===== config.mk =====
export PLATFORM = sky130hd
export DESIGN_NAME = positional_list_engine_flat
export DESIGN_NICKNAME = d
export VERILOG_FILES = /design/src/plist_pkg.sv /design/src/plist_channels.sv /design/src/positional_list_engine.sv /design/src/plist_rsp_reg.sv /design/src/flat_wrapper.sv
export SDC_FILE = /design/constraint.sdc
export NUM_CORES = 1
export LEC_CHECK = 0
export BUFFER_PORTS_ARGS = -buffer_cell sky130_fd_sc_hd__buf_2
export CELL_PAD_IN_SITES_DETAIL_PLACEMENT = 1
export CELL_PAD_IN_SITES_GLOBAL_PLACEMENT = 1
export CORE_MARGIN = 2
export CORE_UTILIZATION = 55
export DETAILED_ROUTE_END_ITERATION = 12
export PLACE_DENSITY_LB_ADDON = 0.1
export SYNTH_ARGS = -nofsm -noshare
export SYNTH_HDL_FRONTEND = slang
export SYNTH_SLANG_ARGS = --single-unit

===== constraint.sdc =====
create_clock -name clock -period 7.8 [get_ports clock]
set_input_delay 1.17 -clock clock [delete_from_list [all_inputs] [get_ports clock]]
set_output_delay 1.17 -clock clock [all_outputs]
set_load 0.01 [all_outputs]

===== src/plist_pkg.sv =====
package plist_pkg;

   localparam int CAPACITY   = 16;
   localparam int DUMP_LIMIT = 16;

   localparam int TYPE_W = 4;
   localparam int VAL_W  = 32;
   localparam int POS_W  = 8;
   localparam int ST_W   = 3;
   localparam int LEN_W  = 5;
   localparam int CODE_W = 2;

   localparam int IDX_W = (CAPACITY > 1) ? $clog2(CAPACITY) : 1;
   localparam int CNT_W = $clog2(CAPACITY + 1);
   localparam int CMP_W = ((CNT_W > POS_W) ? CNT_W : POS_W) + 1;
   localparam int DUMP_CAP = (CAPACITY < DUMP_LIMIT) ? CAPACITY : DUMP_LIMIT;

   localparam logic [TYPE_W-1:0] OP_INS_FRONT   = 4'd0;
   localparam logic [TYPE_W-1:0] OP_INS_END     = 4'd1;
   localparam logic [TYPE_W-1:0] OP_INS_AT      = 4'd2;
   localparam logic [TYPE_W-1:0] OP_DEL_FRONT   = 4'd3;
   localparam logic [TYPE_W-1:0] OP_DEL_END     = 4'd4;
   localparam logic [TYPE_W-1:0] OP_DEL_AT      = 4'd5;
   localparam logic [TYPE_W-1:0] OP_DEL_VALUE   = 4'd6;
   localparam logic [TYPE_W-1:0] OP_COMPARE     = 4'd7;
   localparam logic [TYPE_W-1:0] OP_DUMP        = 4'd8;

   localparam logic [ST_W-1:0] ST_OK        = 3'd0;
   localparam logic [ST_W-1:0] ST_EMPTY     = 3'd1;
   localparam logic [ST_W-1:0] ST_BAD_POS   = 3'd2;
   localparam logic [ST_W-1:0] ST_FULL      = 3'd3;
   localparam logic [ST_W-1:0] ST_NOT_FOUND = 3'd4;

   localparam logic [CODE_W-1:0] CMP_EQUAL      = 2'd0;
   localparam logic [CODE_W-1:0] CMP_FIRST_GT   = 2'd1;
   localparam logic [CODE_W-1:0] CMP_LAST_GT    = 2'd2;

   typedef struct packed {
      logic [ST_W-1:0]         status;
      logic signed [VAL_W-1:0] value_out;
      logic signed [VAL_W-1:0] second_value;
      logic [LEN_W-1:0]        removed_count;
      logic [CODE_W-1:0]       compare_code;
      logic [LEN_W-1:0]        list_length;
      logic                    last_item;
   } rsp_beat_type;

endpackage


===== src/plist_channels.sv =====
interface plist_req_if;
   import plist_pkg::*;

   logic                    valid;
   logic                    ready;
   logic [TYPE_W-1:0]       req_type;
   logic signed [VAL_W-1:0] item_value;
   logic [POS_W-1:0]        slot_position;

   modport source (output valid, req_type, item_value, slot_position, input ready);
   modport sink (input valid, req_type, item_value, slot_position, output ready);
endinterface

interface plist_rsp_if;
   import plist_pkg::*;

   logic                    valid;
   logic                    ready;
   logic [ST_W-1:0]         status;
   logic signed [VAL_W-1:0] value_out;
   logic signed [VAL_W-1:0] second_value;
   logic [LEN_W-1:0]        removed_count;
   logic [CODE_W-1:0]       compare_code;
   logic [LEN_W-1:0]        list_length;
   logic                    last_item;

   modport source (output valid, status, value_out, second_value, removed_count,
                   compare_code, list_length, last_item, input ready);
   modport sink (input valid, status, value_out, second_value, removed_count,
                 compare_code, list_length, last_item, output ready);
endinterface


===== src/positional_list_engine.sv =====
// positional list engine: an ordered list of up to CAPACITY signed 32-bit
// entries kept in a single-port-write, single-port-read memory with a count.
// req_bus carries one request beat (req_type, item_value, slot_position);
// it is taken only while the engine is idle, one request at a time.
// rsp_bus returns one beat per request, or one beat per entry for a dump
// (at most 16), with last_item set on the final beat.
// per request, from accept to the response handed to the output stage:
//   ins_front/ins_at move the entries from index i on up by one, then
//   write the new entry at i; ins_end writes at the end; del_front/del_at
//   move the entries after i down by one; del_end and rejects go straight
//   to the response; del_value compacts the list; compare_ends reads both
//   ends; dump reads and hands out each entry in turn.
// shifts and compaction move one entry per cycle through the memory read port.
// results leave through a one-beat output register, so the engine goes on
// with its work while a beat waits; a stalled receiver holds the engine
// only when it has a further beat to hand over.
// reset is synchronous and active high: it empties the list and drops any
// pending beat; memory contents are not cleared.
module positional_list_engine (
   input  logic        clock,
   input  logic        reset,
   plist_req_if.sink   req_bus,
   plist_rsp_if.source rsp_bus
);
   import plist_pkg::*;

   localparam logic [2:0] S_IDLE     = 3'd0;
   localparam logic [2:0] S_MOVE     = 3'd1;
   localparam logic [2:0] S_PUT      = 3'd2;
   localparam logic [2:0] S_RESP     = 3'd3;
   localparam logic [2:0] S_CMP_A    = 3'd4;
   localparam logic [2:0] S_CMP_B    = 3'd5;
   localparam logic [2:0] S_DUMP_RD  = 3'd6;
   localparam logic [2:0] S_DUMP_OUT = 3'd7;

   logic [2:0]              state_ff, state_in;
   logic [TYPE_W-1:0]       op_ff, op_in;
   logic signed [VAL_W-1:0] val_ff, val_in;
   logic signed [VAL_W-1:0] v1_ff, v1_in;
   logic signed [VAL_W-1:0] v2_ff, v2_in;
   logic [IDX_W-1:0]        idx_ff, idx_in;
   logic [IDX_W-1:0]        rp_ff, rp_in;
   logic [IDX_W-1:0]        pend_src_ff, pend_src_in;
   logic [CNT_W-1:0]        count_ff, count_in;
   logic [CNT_W-1:0]        rem_ff, rem_in;
   logic [CNT_W-1:0]        w_ff, w_in;
   logic [CNT_W-1:0]        removed_ff, removed_in;
   logic                    pend_ff, pend_in;
   logic [ST_W-1:0]         st_ff, st_in;
   logic [CODE_W-1:0]       code_ff, code_in;

   logic signed [VAL_W-1:0] mem [CAPACITY];
   logic signed [VAL_W-1:0] rd_data_ff;
   logic                    rd_en, wr_en;
   logic [IDX_W-1:0]        rd_addr, wr_addr;
   logic signed [VAL_W-1:0] wr_data;

   logic                    push, slot_free, accept;
   rsp_beat_type            push_beat;

   logic                    is_full, is_empty, is_ins, pos_ok_ins, pos_ok_del;
   logic [CMP_W-1:0]        pos_ext, cnt_ext, pos_m1;
   logic [IDX_W-1:0]        pos_idx, ins_idx, del_idx;
   logic [CNT_W-1:0]        count_m1;

   assign req_bus.ready = (state_ff == S_IDLE);
   assign accept        = req_bus.valid && req_bus.ready;

   assign is_full    = (count_ff == CNT_W'(CAPACITY));
   assign is_empty   = (count_ff == '0);
   assign count_m1   = count_ff - CNT_W'(1);
   assign pos_ext    = CMP_W'(req_bus.slot_position);
   assign cnt_ext    = CMP_W'(count_ff);
   assign pos_m1     = pos_ext - CMP_W'(1);
   assign pos_idx    = pos_m1[IDX_W-1:0];
   assign pos_ok_ins = (pos_ext != '0) && (pos_ext <= cnt_ext + CMP_W'(1));
   assign pos_ok_del = (pos_ext != '0) && (pos_ext <= cnt_ext);
   assign is_ins     = (op_ff == OP_INS_FRONT) || (op_ff == OP_INS_END) ||
                       (op_ff == OP_INS_AT);

   always_comb begin
      ins_idx = '0;
      if (req_bus.req_type == OP_INS_END) begin
         ins_idx = count_ff[IDX_W-1:0];
      end else if (req_bus.req_type == OP_INS_AT) begin
         ins_idx = pos_idx;
      end
      del_idx = (req_bus.req_type == OP_DEL_AT) ? pos_idx : '0;
   end

   always_comb begin
      state_in    = state_ff;
      op_in       = op_ff;
      val_in      = val_ff;
      v1_in       = v1_ff;
      v2_in       = v2_ff;
      idx_in      = idx_ff;
      rp_in       = rp_ff;
      pend_src_in = pend_src_ff;
      count_in    = count_ff;
      rem_in      = rem_ff;
      w_in        = w_ff;
      removed_in  = removed_ff;
      pend_in     = pend_ff;
      st_in       = st_ff;
      code_in     = code_ff;
      rd_en       = 1'b0;
      rd_addr     = rp_ff;
      wr_en       = 1'b0;
      wr_addr     = idx_ff;
      wr_data     = val_ff;
      push        = 1'b0;

      push_beat.status        = st_ff;
      push_beat.value_out     = v1_ff;
      push_beat.second_value  = v2_ff;
      push_beat.removed_count = LEN_W'(removed_ff);
      push_beat.compare_code  = code_ff;
      push_beat.list_length   = LEN_W'(count_ff);
      push_beat.last_item     = 1'b1;

      case (state_ff)
         S_IDLE: begin
            if (accept) begin
               op_in      = req_bus.req_type;
               val_in     = req_bus.item_value;
               st_in      = ST_OK;
               v1_in      = '0;
               v2_in      = '0;
               removed_in = '0;
               code_in    = CMP_EQUAL;
               pend_in    = 1'b0;
               w_in       = '0;
               state_in   = S_RESP;
               case (req_bus.req_type)
                  OP_INS_FRONT, OP_INS_END, OP_INS_AT: begin
                     if (is_full) begin
                        st_in = ST_FULL;
                     end else if (req_bus.req_type == OP_INS_AT && !pos_ok_ins) begin
                        st_in = ST_BAD_POS;
                     end else begin
                        idx_in   = ins_idx;
                        rem_in   = count_ff - CNT_W'(ins_idx);
                        rp_in    = count_m1[IDX_W-1:0];
                        state_in = S_MOVE;
                     end
                  end
                  OP_DEL_FRONT, OP_DEL_AT: begin
                     if (is_empty) begin
                        st_in = ST_EMPTY;
                     end else if (req_bus.req_type == OP_DEL_AT && !pos_ok_del) begin
                        st_in = ST_BAD_POS;
                     end else begin
                        rem_in   = count_m1 - CNT_W'(del_idx);
                        rp_in    = del_idx + IDX_W'(1);
                        state_in = S_MOVE;
                     end
                  end
                  OP_DEL_END: begin
                     if (is_empty) begin
                        st_in = ST_EMPTY;
                     end else begin
                        count_in = count_m1;
                     end
                  end
                  OP_DEL_VALUE: begin
                     if (is_empty) begin
                        st_in = ST_EMPTY;
                     end else begin
                        rem_in   = count_ff;
                        rp_in    = '0;
                        state_in = S_MOVE;
                     end
                  end
                  OP_COMPARE: begin
                     if (is_empty) begin
                        st_in = ST_EMPTY;
                     end else begin
                        rd_en    = 1'b1;
                        rd_addr  = '0;
                        state_in = S_CMP_A;
                     end
                  end
                  OP_DUMP: begin
                     if (is_empty) begin
                        st_in = ST_EMPTY;
                     end else begin
                        rp_in    = '0;
                        rem_in   = (count_ff < CNT_W'(DUMP_CAP)) ? count_ff : CNT_W'(DUMP_CAP);
                        state_in = S_DUMP_RD;
                     end
                  end
                  default: begin
                  end
               endcase
            end
         end

         S_MOVE: begin
            // write back the entry read last cycle while the next one is read
            if (pend_ff) begin
               wr_data = rd_data_ff;
               if (is_ins) begin
                  wr_en   = 1'b1;
                  wr_addr = pend_src_ff + IDX_W'(1);
               end else if (op_ff == OP_DEL_VALUE) begin
                  if (rd_data_ff != val_ff) begin
                     wr_en   = 1'b1;
                     wr_addr = w_ff[IDX_W-1:0];
                     w_in    = w_ff + CNT_W'(1);
                  end
               end else begin
                  wr_en   = 1'b1;
                  wr_addr = pend_src_ff - IDX_W'(1);
               end
            end
            if (rem_ff != '0) begin
               rd_en       = 1'b1;
               rd_addr     = rp_ff;
               pend_src_in = rp_ff;
               rp_in       = is_ins ? rp_ff - IDX_W'(1) : rp_ff + IDX_W'(1);
               rem_in      = rem_ff - CNT_W'(1);
               pend_in     = 1'b1;
            end else begin
               pend_in = 1'b0;
            end
            if (!pend_ff && rem_ff == '0) begin
               if (is_ins) begin
                  state_in = S_PUT;
               end else if (op_ff == OP_DEL_VALUE) begin
                  count_in   = w_ff;
                  removed_in = count_ff - w_ff;
                  st_in      = (count_ff == w_ff) ? ST_NOT_FOUND : ST_OK;
                  state_in   = S_RESP;
               end else begin
                  count_in = count_m1;
                  state_in = S_RESP;
               end
            end
         end

         S_PUT: begin
            wr_en    = 1'b1;
            wr_addr  = idx_ff;
            wr_data  = val_ff;
            count_in = count_ff + CNT_W'(1);
            state_in = S_RESP;
         end

         S_RESP: begin
            if (slot_free) begin
               push     = 1'b1;
               state_in = S_IDLE;
            end
         end

         S_CMP_A: begin
            v1_in    = rd_data_ff;
            rd_en    = 1'b1;
            rd_addr  = count_m1[IDX_W-1:0];
            state_in = S_CMP_B;
         end

         S_CMP_B: begin
            v2_in = rd_data_ff;
            if (v1_ff > rd_data_ff) begin
               code_in = CMP_FIRST_GT;
            end else if (v1_ff < rd_data_ff) begin
               code_in = CMP_LAST_GT;
            end else begin
               code_in = CMP_EQUAL;
            end
            state_in = S_RESP;
         end

         S_DUMP_RD: begin
            rd_en    = 1'b1;
            rd_addr  = rp_ff;
            state_in = S_DUMP_OUT;
         end

         S_DUMP_OUT: begin
            push_beat.status        = ST_OK;
            push_beat.value_out     = rd_data_ff;
            push_beat.second_value  = '0;
            push_beat.removed_count = '0;
            push_beat.compare_code  = CMP_EQUAL;
            push_beat.last_item     = (rem_ff == CNT_W'(1));
            if (slot_free) begin
               push     = 1'b1;
               rem_in   = rem_ff - CNT_W'(1);
               rp_in    = rp_ff + IDX_W'(1);
               state_in = (rem_ff == CNT_W'(1)) ? S_IDLE : S_DUMP_RD;
            end
         end

         default: begin
            state_in = S_IDLE;
         end
      endcase
   end

   always_ff @(posedge clock) begin
      if (wr_en) begin
         mem[wr_addr] <= wr_data;
      end
      if (rd_en) begin
         rd_data_ff <= mem[rd_addr];
      end
   end

   always_ff @(posedge clock) begin
      if (reset) begin
         state_ff <= S_IDLE;
         count_ff <= '0;
         pend_ff  <= 1'b0;
      end else begin
         state_ff <= state_in;
         count_ff <= count_in;
         pend_ff  <= pend_in;
      end
      op_ff       <= op_in;
      val_ff      <= val_in;
      v1_ff       <= v1_in;
      v2_ff       <= v2_in;
      idx_ff      <= idx_in;
      rp_ff       <= rp_in;
      pend_src_ff <= pend_src_in;
      rem_ff      <= rem_in;
      w_ff        <= w_in;
      removed_ff  <= removed_in;
      st_ff       <= st_in;
      code_ff     <= code_in;
   end

   plist_rsp_reg u_rsp_reg (
      .clock     (clock),
      .reset     (reset),
      .push      (push),
      .push_beat (push_beat),
      .slot_free (slot_free),
      .rsp_bus   (rsp_bus)
   );

`ifndef ASSERT_OFF
   a_count_bound: assert property (@(posedge clock) disable iff (reset)
      count_ff <= CNT_W'(CAPACITY))
      else $error("list length above capacity");

   a_no_same_entry: assert property (@(posedge clock) disable iff (reset)
      (wr_en && rd_en) |-> (wr_addr != rd_addr))
      else $error("read and write of one entry in one cycle");

   a_put_grows: assert property (@(posedge clock) disable iff (reset)
      (state_ff == S_PUT) |=> (count_ff == $past(count_ff) + CNT_W'(1)))
      else $error("insert did not grow the list by one");

   a_push_room: assert property (@(posedge clock) disable iff (reset)
      push |-> slot_free)
      else $error("beat pushed into a full output stage");

   a_idle_no_move: assert property (@(posedge clock) disable iff (reset)
      (state_ff == S_IDLE) |-> (!wr_en && !pend_ff))
      else $error("memory activity while idle");
`endif

endmodule


===== src/plist_rsp_reg.sv =====
module plist_rsp_reg (
   input  logic                   clock,
   input  logic                   reset,
   input  logic                   push,
   input  plist_pkg::rsp_beat_type push_beat,
   output logic                   slot_free,
   plist_rsp_if.source            rsp_bus
);
   import plist_pkg::*;

   logic         valid_ff, valid_in;
   rsp_beat_type beat_ff, beat_in;

   assign slot_free = !valid_ff || rsp_bus.ready;

   always_comb begin
      valid_in = valid_ff;
      beat_in  = beat_ff;
      if (slot_free) begin
         valid_in = push;
         if (push) begin
            beat_in = push_beat;
         end
      end
   end

   always_ff @(posedge clock) begin
      if (reset) begin
         valid_ff <= 1'b0;
      end else begin
         valid_ff <= valid_in;
      end
      beat_ff <= beat_in;
   end

   assign rsp_bus.valid         = valid_ff;
   assign rsp_bus.status        = beat_ff.status;
   assign rsp_bus.value_out     = beat_ff.value_out;
   assign rsp_bus.second_value  = beat_ff.second_value;
   assign rsp_bus.removed_count = beat_ff.removed_count;
   assign rsp_bus.compare_code  = beat_ff.compare_code;
   assign rsp_bus.list_length   = beat_ff.list_length;
   assign rsp_bus.last_item     = beat_ff.last_item;

endmodule


===== src/flat_wrapper.sv =====
// flat-port wrapper written by rule: the top's interface ports become plain ports
module positional_list_engine_flat import plist_pkg::*;
  (clock, reset, req_bus_valid, req_bus_req_type, req_bus_item_value, req_bus_slot_position, req_bus_ready, rsp_bus_valid, rsp_bus_status, rsp_bus_value_out, rsp_bus_second_value, rsp_bus_removed_count, rsp_bus_compare_code, rsp_bus_list_length, rsp_bus_last_item, rsp_bus_ready);
  plist_req_if req_bus_i ();
  plist_rsp_if rsp_bus_i ();
  input  logic clock;
  input  logic reset;
  input wire logic [$bits(req_bus_i.valid)-1:0] req_bus_valid;
  input wire logic [$bits(req_bus_i.req_type)-1:0] req_bus_req_type;
  input wire logic [$bits(req_bus_i.item_value)-1:0] req_bus_item_value;
  input wire logic [$bits(req_bus_i.slot_position)-1:0] req_bus_slot_position;
  output wire logic [$bits(req_bus_i.ready)-1:0] req_bus_ready;
  output wire logic [$bits(rsp_bus_i.valid)-1:0] rsp_bus_valid;
  output wire logic [$bits(rsp_bus_i.status)-1:0] rsp_bus_status;
  output wire logic [$bits(rsp_bus_i.value_out)-1:0] rsp_bus_value_out;
  output wire logic [$bits(rsp_bus_i.second_value)-1:0] rsp_bus_second_value;
  output wire logic [$bits(rsp_bus_i.removed_count)-1:0] rsp_bus_removed_count;
  output wire logic [$bits(rsp_bus_i.compare_code)-1:0] rsp_bus_compare_code;
  output wire logic [$bits(rsp_bus_i.list_length)-1:0] rsp_bus_list_length;
  output wire logic [$bits(rsp_bus_i.last_item)-1:0] rsp_bus_last_item;
  input wire logic [$bits(rsp_bus_i.ready)-1:0] rsp_bus_ready;
  assign req_bus_i.valid = req_bus_valid;
  assign req_bus_i.req_type = req_bus_req_type;
  assign req_bus_i.item_value = req_bus_item_value;
  assign req_bus_i.slot_position = req_bus_slot_position;
  assign req_bus_ready = req_bus_i.ready;
  assign rsp_bus_valid = rsp_bus_i.valid;
  assign rsp_bus_status = rsp_bus_i.status;
  assign rsp_bus_value_out = rsp_bus_i.value_out;
  assign rsp_bus_second_value = rsp_bus_i.second_value;
  assign rsp_bus_removed_count = rsp_bus_i.removed_count;
  assign rsp_bus_compare_code = rsp_bus_i.compare_code;
  assign rsp_bus_list_length = rsp_bus_i.list_length;
  assign rsp_bus_last_item = rsp_bus_i.last_item;
  assign rsp_bus_i.ready = rsp_bus_ready;
  positional_list_engine u_core (.clock(clock), .reset(reset), .req_bus(req_bus_i), .rsp_bus(rsp_bus_i));
endmodule

# Yosys cells after proc, flatten, opt, wreduce, memory -nomap -nowiden

Memories as Yosys holds them, arrays and structs flattened. A register that Yosys moved wholly into a read port is not among the register bits.
Cells that the tools add are included.

Register bits: 222
Latch bits: 0
Bits in writable memories: 512
Bits in read-only memories: 0
Bits of input ports: 48
Output and inout bits: 82
Word-level logic and storage cells: 235
Memories kept: 1

Memory list:

| name       | depth | width | rd ports | clocked after memory_dff | write ports | line                         | text |
|---|---|---|---|---|---|---|---|
| u_core.mem | 16    | 32    | 1        | 1                        | 1           | positional_list_engine.sv:52 | `logic signed [VAL_W-1:0] mem [CAPACITY];` |

$add $sub $neg: 14
Multiply operators: 0
Div/mod/pow operators: 0
Order comparisons: 5
Eq/ne operators: 41
Shift operators: 0
Muxes and demuxes: 104
Bitwise operators: 2
Reductions and logical operators: 45

Operators by type and width:

| operator                                                                | count |
|---|---|
| 32-bit case mux with 2 select lines                                     | 2 |
| 5-bit two-way mux                                                       | 24 |
| 32-bit two-way mux                                                      | 3 |
| 4-bit two-way mux                                                       | 19 |
| 71-bit two-way mux                                                      | 1 |
| 3-bit two-way mux                                                       | 16 |
| 32-bit greater-than comparator                                          | 1 |
| 32-bit less-than comparator                                             | 1 |
| 32-bit inequality test                                                  | 1 |
| 5-bit case mux with 3 select lines                                      | 2 |
| 4-bit case mux with 3 select lines                                      | 2 |
| 3-bit case mux with 7 select lines                                      | 1 |
| 4-bit by 3-bit == test with 1-bit output, second input constant         | 5 |
| 5-bit case mux with 2 select lines                                      | 2 |
| 5-bit case mux with 4 select lines                                      | 1 |
| 3-bit inequality test, second input constant                            | 6 |
| 2-bit two-way mux                                                       | 8 |
| 1-bit two-way mux                                                       | 15 |
| 3-bit case mux with 5 select lines                                      | 1 |
| 2-bit by 1-bit inequality test with 1-bit output, second input constant | 7 |
| 4-bit by 1-bit adder with 4-bit output, second input constant           | 3 |
| 3-bit == test, second input constant                                    | 4 |
| 4-bit by 2-bit == test with 1-bit output, second input constant         | 3 |
| 2-bit AND reduction                                                     | 6 |
| 44 further kinds                                                        | 77 |

# Logic depth before layout (Yosys ltp)

Depth after elaboration: 10
Depth in mapped cells: 14
Gate-level depth less buffers: 13

# Modules after synthesis

Synthesis repeated with hierarchy kept, for this count alone.

Cells, all modules: 2228
Area, all modules: 33055.5 um2

By module, submodules not included:

| module                 | times used | cells an instance | area an instance (um2) | sequential area each (um2) |
|---|---|---|---|---|
| positional_list_engine | 1          | 2143              | 30598.1                | 20479.6 |
| plist_rsp_reg          | 1          | 85                | 2457.4                 | 2422.3 |

# Least setup slack after synthesis

Ideal clock, no wire load.

Path type: input -> register
Start: in rsp_bus_ready
End: reg u_core.u_rsp_reg.beat_ff (netlist bit u_core.u_rsp_reg.rsp_bus.compare_code[0]), enable pin
Library setup time: 0.527 ns
Arrival: 4.869 ns
Data required time: 7.273 ns
Path slack: 2.404 ns
Stages on the path: 2
Path buffers: 0
Path through: nand2b_1 > nor2b_1

Longest elaborated chain between the ends: 4

Ends and longest elaborated chain:

| item                          | line                                                         | text |
|---|---|---|
| from (decl)                   | flat_wrapper.sv:21                                           | `input wire logic [$bits(rsp_bus_i.ready)-1:0] rsp_bus_ready;` |
| 1-bit logical OR              | plist_rsp_reg.sv:14                                          | `assign slot_free = !valid_ff \|\| rsp_bus.ready;` |
| 1-bit two-way mux             | positional_list_engine.sv:251, positional_list_engine.sv:289 |  |
| 1-bit two-way mux             | -                                                            |  |
| via u_core.push               | positional_list_engine.sv:58                                 | `logic push, slot_free, accept;` |
| 2-bit AND reduction (no line) | -                                                            |  |
| to (signal assigned)          | plist_rsp_reg.sv:33                                          | `beat_ff <= beat_in;` |
| to (decl)                     | plist_rsp_reg.sv:12                                          | `rsp_beat_type beat_ff, beat_in;` |

The timed path passes the listed nets, and every way through them passes these cells.
A chain may end at the register's enable or synchronous reset.

# Worst setup path after layout

Start: reg u_core.count_ff[4]
End: reg u_core.rem_ff[3], enable pin

Longest elaborated chain between the ends: 7
Elaborated cells on any way between the ends: 18
Those cells by class: add/sub (1); order compare (2); eq/ne (7); reduce/logical (8)

Ends and longest elaborated chain:

| item                                           | line                          | text |
|---|---|---|
| from (decl)                                    | positional_list_engine.sv:44  | `logic [CNT_W-1:0] count_ff, count_in;` |
| from (signal assigned)                         | positional_list_engine.sv:319 | `count_ff <= count_in;` |
| 5-bit by 1-bit adder with 6-bit output         | positional_list_engine.sv:76  | `assign pos_ok_ins = (pos_ext != '0) && (pos_ext <= cnt_ext + CMP_W'(1));` |
| 8-bit by 6-bit <= comparator with 1-bit output | positional_list_engine.sv:76  |  |
| 1-bit logical AND                              | positional_list_engine.sv:76  |  |
| 1-bit logical NOT                              | positional_list_engine.sv:139 | `end else if (req_bus.req_type == OP_INS_AT && !pos_ok_ins) begin` |
| 1-bit logical AND                              | positional_list_engine.sv:139 |  |
| 3-bit inequality test (no line)                | -                             |  |
| 11-bit AND reduction (no line) *               | -                             |  |
| to (signal assigned)                           | positional_list_engine.sv:329 | `rem_ff <= rem_in;` |
| to (decl)                                      | positional_list_engine.sv:45  | `logic [CNT_W-1:0] rem_ff, rem_in;` |

Every way passes the cells marked *; elsewhere a longest branch is shown, timed or not.

==> impl_results.md <==
- Site Rows: 89
- Largest net degree at the start of global routing: 184
- Slew @ Worst Pin: 1.191 ns
- Post-Syn Area: 32820 sq um
- Die Width: 248.3 microns
- Period utilization: 0.6354
- Mean Syn Cell Area: 12.59 sq um
- Share of layout cells above drive strength 1: 0.1210
- #FFs+latches synth: 766
- Area occupied by multi-input gates: 8944 sq um
- Synth Area in Compound Gates: 0.07430
- Most used cell, CP: nor2_1
- DP Area: 34270 sq um
- Post-synthesis net count: 2725
- LEAKAGE: 13.31 nW
- Async SR Flop Fraction: 0
- Final instance area: 36680 sq um
- Crit Reg-Reg Endpoint: u_core.rem_ff[3]$_DFFE_PP_
- Setup Fix Bufs, Post-CTS: 0
- H-tree depth: 3
- Grt ovf: 0
- MaxCap Viol Count: 0
- Share of the synthesized area in the top cell type: 0.6917
- Maximum VDD drop: 0.3307 mV
- Met3 usage in global routing: 0.04945
- Core area: 59020 sq um
- Top cells by area, synth: edfxtp_1, nand2_1, nand3_1
- Starting density of the core: 0.5561
- Fillcell total: 5793
- Hold path start: u_core.pend_ff$_SDFFE_PP0P_
- P&R area growth vs syn: 11.75%
- Initial antenna violation count: 2
- Most frequent cell after synthesis: edfxtp_1
- Critical Path Sink Type: flip-flop
- Port bufs: 129
- Worst hold endpoint: u_core.pend_ff$_SDFFE_PP0P_
- Skew final: 0.02119 ns
- Fin Setup TNS: 0 ns
- Residual DRC count: 0
- Hold WS: 0.5053 ns
- Final Routed Wirelength: 94.71 mm
- Total number of vias: 22367
- Worst-skew pair later-pin latency: 0.64 ns
- Die area: 61650 sq um
- Slew Limit Fails: 0
- Worst slew margin: 0.2033
- Main combinational cell family by area after synthesis: simple AND/OR/NAND/NOR gates
- CP Cell Sequence: clkinv_1, nor3_1, nand3_1, ha_1, nand2_1, nor2_1, nor2_1, a2111oi_0, a211oi_1, o41ai_1, buf_4, a21boi_0
- Hold-fix buffers at CTS: 0
- Hold depth: 2
- DR WL/cell: 26.49 microns
- Worst Path Class, Setup: reg2reg
- CP required: 8.06 ns
- Worst Setup Start Kind: flip-flop
- GR met2 Demand/Resource: 0.5029
- Ports: 130
- Post-synthesis cell count: 2606
- Root buf cell: clkbuf_16
- Vias in the first global route: 22948
- Mux cell area share after synthesis: 0.0003431
- RSZ-0062 raised after global routing: no
- Final setup fails: 0
- Status: complete, no violations
- CTS tree: done
- Die H: 248.3 microns
- EDFF count, synth: 756
- Antenna Violating Nets Remaining: 0
- GPL Wtd Cong: 0.9434
- Reg2Reg Setup Slack: 2.84 ns
- Overall routing resource usage: 0.3081
- DR iter-0 viols: 1968
- Post-Synth XOR/XNOR Area: 0.01548
- Synth cell count leaders: edfxtp_1, nand2_1, nand3_1
- Clock Path Buffers: 3
- Nets: 2863
- M1 GR Usage: 0.4169
- Max Fclk: 0.2018 GHz
- Post-synthesis cell type count: 71
- Clock slew at the register clock pins of the worst setup and hold paths: 0.06 ns
- Arrival time at the worst endpoint: 5.22 ns
- Reg area: 22900 sq um
- Hold Crit Class: reg2reg
- Endpoints failing hold: 0
- Post-synth top area cell: edfxtp_1
- Seq/Total Area, Yosys: 0.6978
- Crit path max-delay family: compound AO/OA/AOI/OAI gates
- Yosys warns: 0
- Num CTS Buffers: 79
- Main synth FF type: edfxtp_1
- R2R Path Start: u_core.count_ff[4]$_SDFFE_PP0P_
- Mean number of vias per cell: 6.257
- Power Density: 350.2 nW/um^2
- Number of diodes: 0
- Resize count post-CTS: 0
- Max FO, Critical Path: 9
- CP max stage cell: a2111oi_0
- Area share of and/or/nand/nor cells after synthesis: 0.1508
- WP buf/inv: 2
- CTS sink cnt: 766
- Adder-cell share of the synthesized area: 0.02775
- First-pass GRT wire length: 139.4 mm
- DP HPWL: 55.63 mm
- Critical Path Max Stage Delay: 0.93 ns
- Gr busiest metal: met2
- Reg2Reg Depth: 12
- Fin crit period: 4.956 ns
- DR pass1 iterations: 6
registers in the layout, summed over array words and instances, names as in the netlist, 4 cells and up:
signal,flops
u_core.idx_ff,4
u_core.val_ff,32
u_core.u_rsp_reg.rsp_bus.list_length,5
u_core.u_rsp_reg.rsp_bus.value_out,32
u_core.mem,512
u_core.rd_data_ff,32
u_core.v2_ff,32
u_core.rp_ff,4
u_core.w_ff,5
u_core.u_rsp_reg.rsp_bus.second_value,32
u_core.v1_ff,32
u_core.removed_ff,5
u_core.op_ff,4
u_core.rem_ff,5
u_core.count_ff,5
u_core.pend_src_ff,4
u_core.u_rsp_reg.rsp_bus.removed_count,5
cell type report:
class / instances / area share
clock buffer: 106 / 0.05809
clock inverter: 33 / 0.007505
multi-input combinational: 1627 / 0.2438
inverter: 72 / 0.007368
sequential: 766 / 0.6244
timing repair buffer: 198 / 0.03241
tap: 773 / 0.02637
logic make-up (layout without fill, tap and decap cells):
logic type | after synthesis | count (layout)
AOI/OAI and AO/OA | 356 | 356
xor gates and xnor gates | 58 | 58
adders and majority gates | 71 | 71
buffers and inverters | 213 | 409
DFF | 766 | 766
muxes | 1 | 1
and+or+nand+nor | 1141 | 1141
worst max path at each step:
stage                               startpoint                                                      to  slack [ns]  cells past startpoint
2_1_floorplan                    rsp_bus_ready  u_core.u_rsp_reg.rsp_bus.compare_code[0]$_SDFFCE_PP0P_        2.40                      2
3_3_place_gp                     req_bus_valid                          u_core.rd_data_ff[7]$_DFFE_PP_        3.29                     10
3_5_place_dp   u_core.count_ff[4]$_SDFFE_PP0P_                              u_core.rem_ff[4]$_DFFE_PP_        3.05                     12
4_1_cts        u_core.count_ff[3]$_SDFFE_PP0P_                              u_core.rem_ff[4]$_DFFE_PP_        2.89                     12
5_1_grt        u_core.count_ff[4]$_SDFFE_PP0P_                              u_core.rem_ff[3]$_DFFE_PP_        2.51                     12
6_report       u_core.count_ff[4]$_SDFFE_PP0P_                              u_core.rem_ff[3]$_DFFE_PP_        2.84                     12
through the flow:
stage | power, mW | cells | util | setup slack, ns
after floorplan | 7.967 | 2606 | - | 2.404
after global placement | 9.037 | 3436 | 0.5807 | 3.293
after detailed placement | 9.233 | 3436 | 0.5807 | 3.053
after CTS | 12.85 | 3575 | 0.6215 | 2.888
after global routing | 13.39 | 3575 | 0.6215 | 2.513
final | 12.84 | 3575 | 0.6215 | 2.844
report_power, final:
group	total [mW]	switching [mW]	internal, mW
logic	3.69	2.60	1.09
clock network	3.61	1.56	2.05
registers	5.54	0.353	5.19
per-layer routing:
| metal | vias up | routed length (microns) |
|---|---|---|
| met4 | 0 | 3239 |
| met3 | 231 | 7355 |
| met2 | 1035 | 45500 |
| met1 | 11300 | 38620 |
| li1 | 9801 | - |
| met5 | - | 0 |
cell usage in the layout (no fill, tap or decap), types with 6 or more instances in the layout:
master,n
ha_1,68
clkinv_1,18
nand2_1,653
o22ai_1,7
a31oi_1,72
o211ai_1,9
nor4_1,13
nand3_1,213
buf_4,67
nor2b_1,11
clkbuf_16,81
a211oi_1,13
clkinv_2,8
xnor2_1,15
dfxtp_1,10
nand4_1,10
inv_1,68
and2_1,50
o21ai_0,89
a2111oi_0,7
o21a_1,7
xor2_1,43
buf_2,129
a21o_1,16
nor3_1,19
clkbuf_1,24
a21oi_1,32
a221oi_1,6
nor3_2,16
nor2_1,115
a32oi_1,65
edfxtp_1,756
tightest hold or removal path: stages, from the launching register on:
cell and delay, ns:
dfxtp_1 0.33, nand3_1 0.07, a21oi_1 0.06
Power figures use the tool's default switching activity.
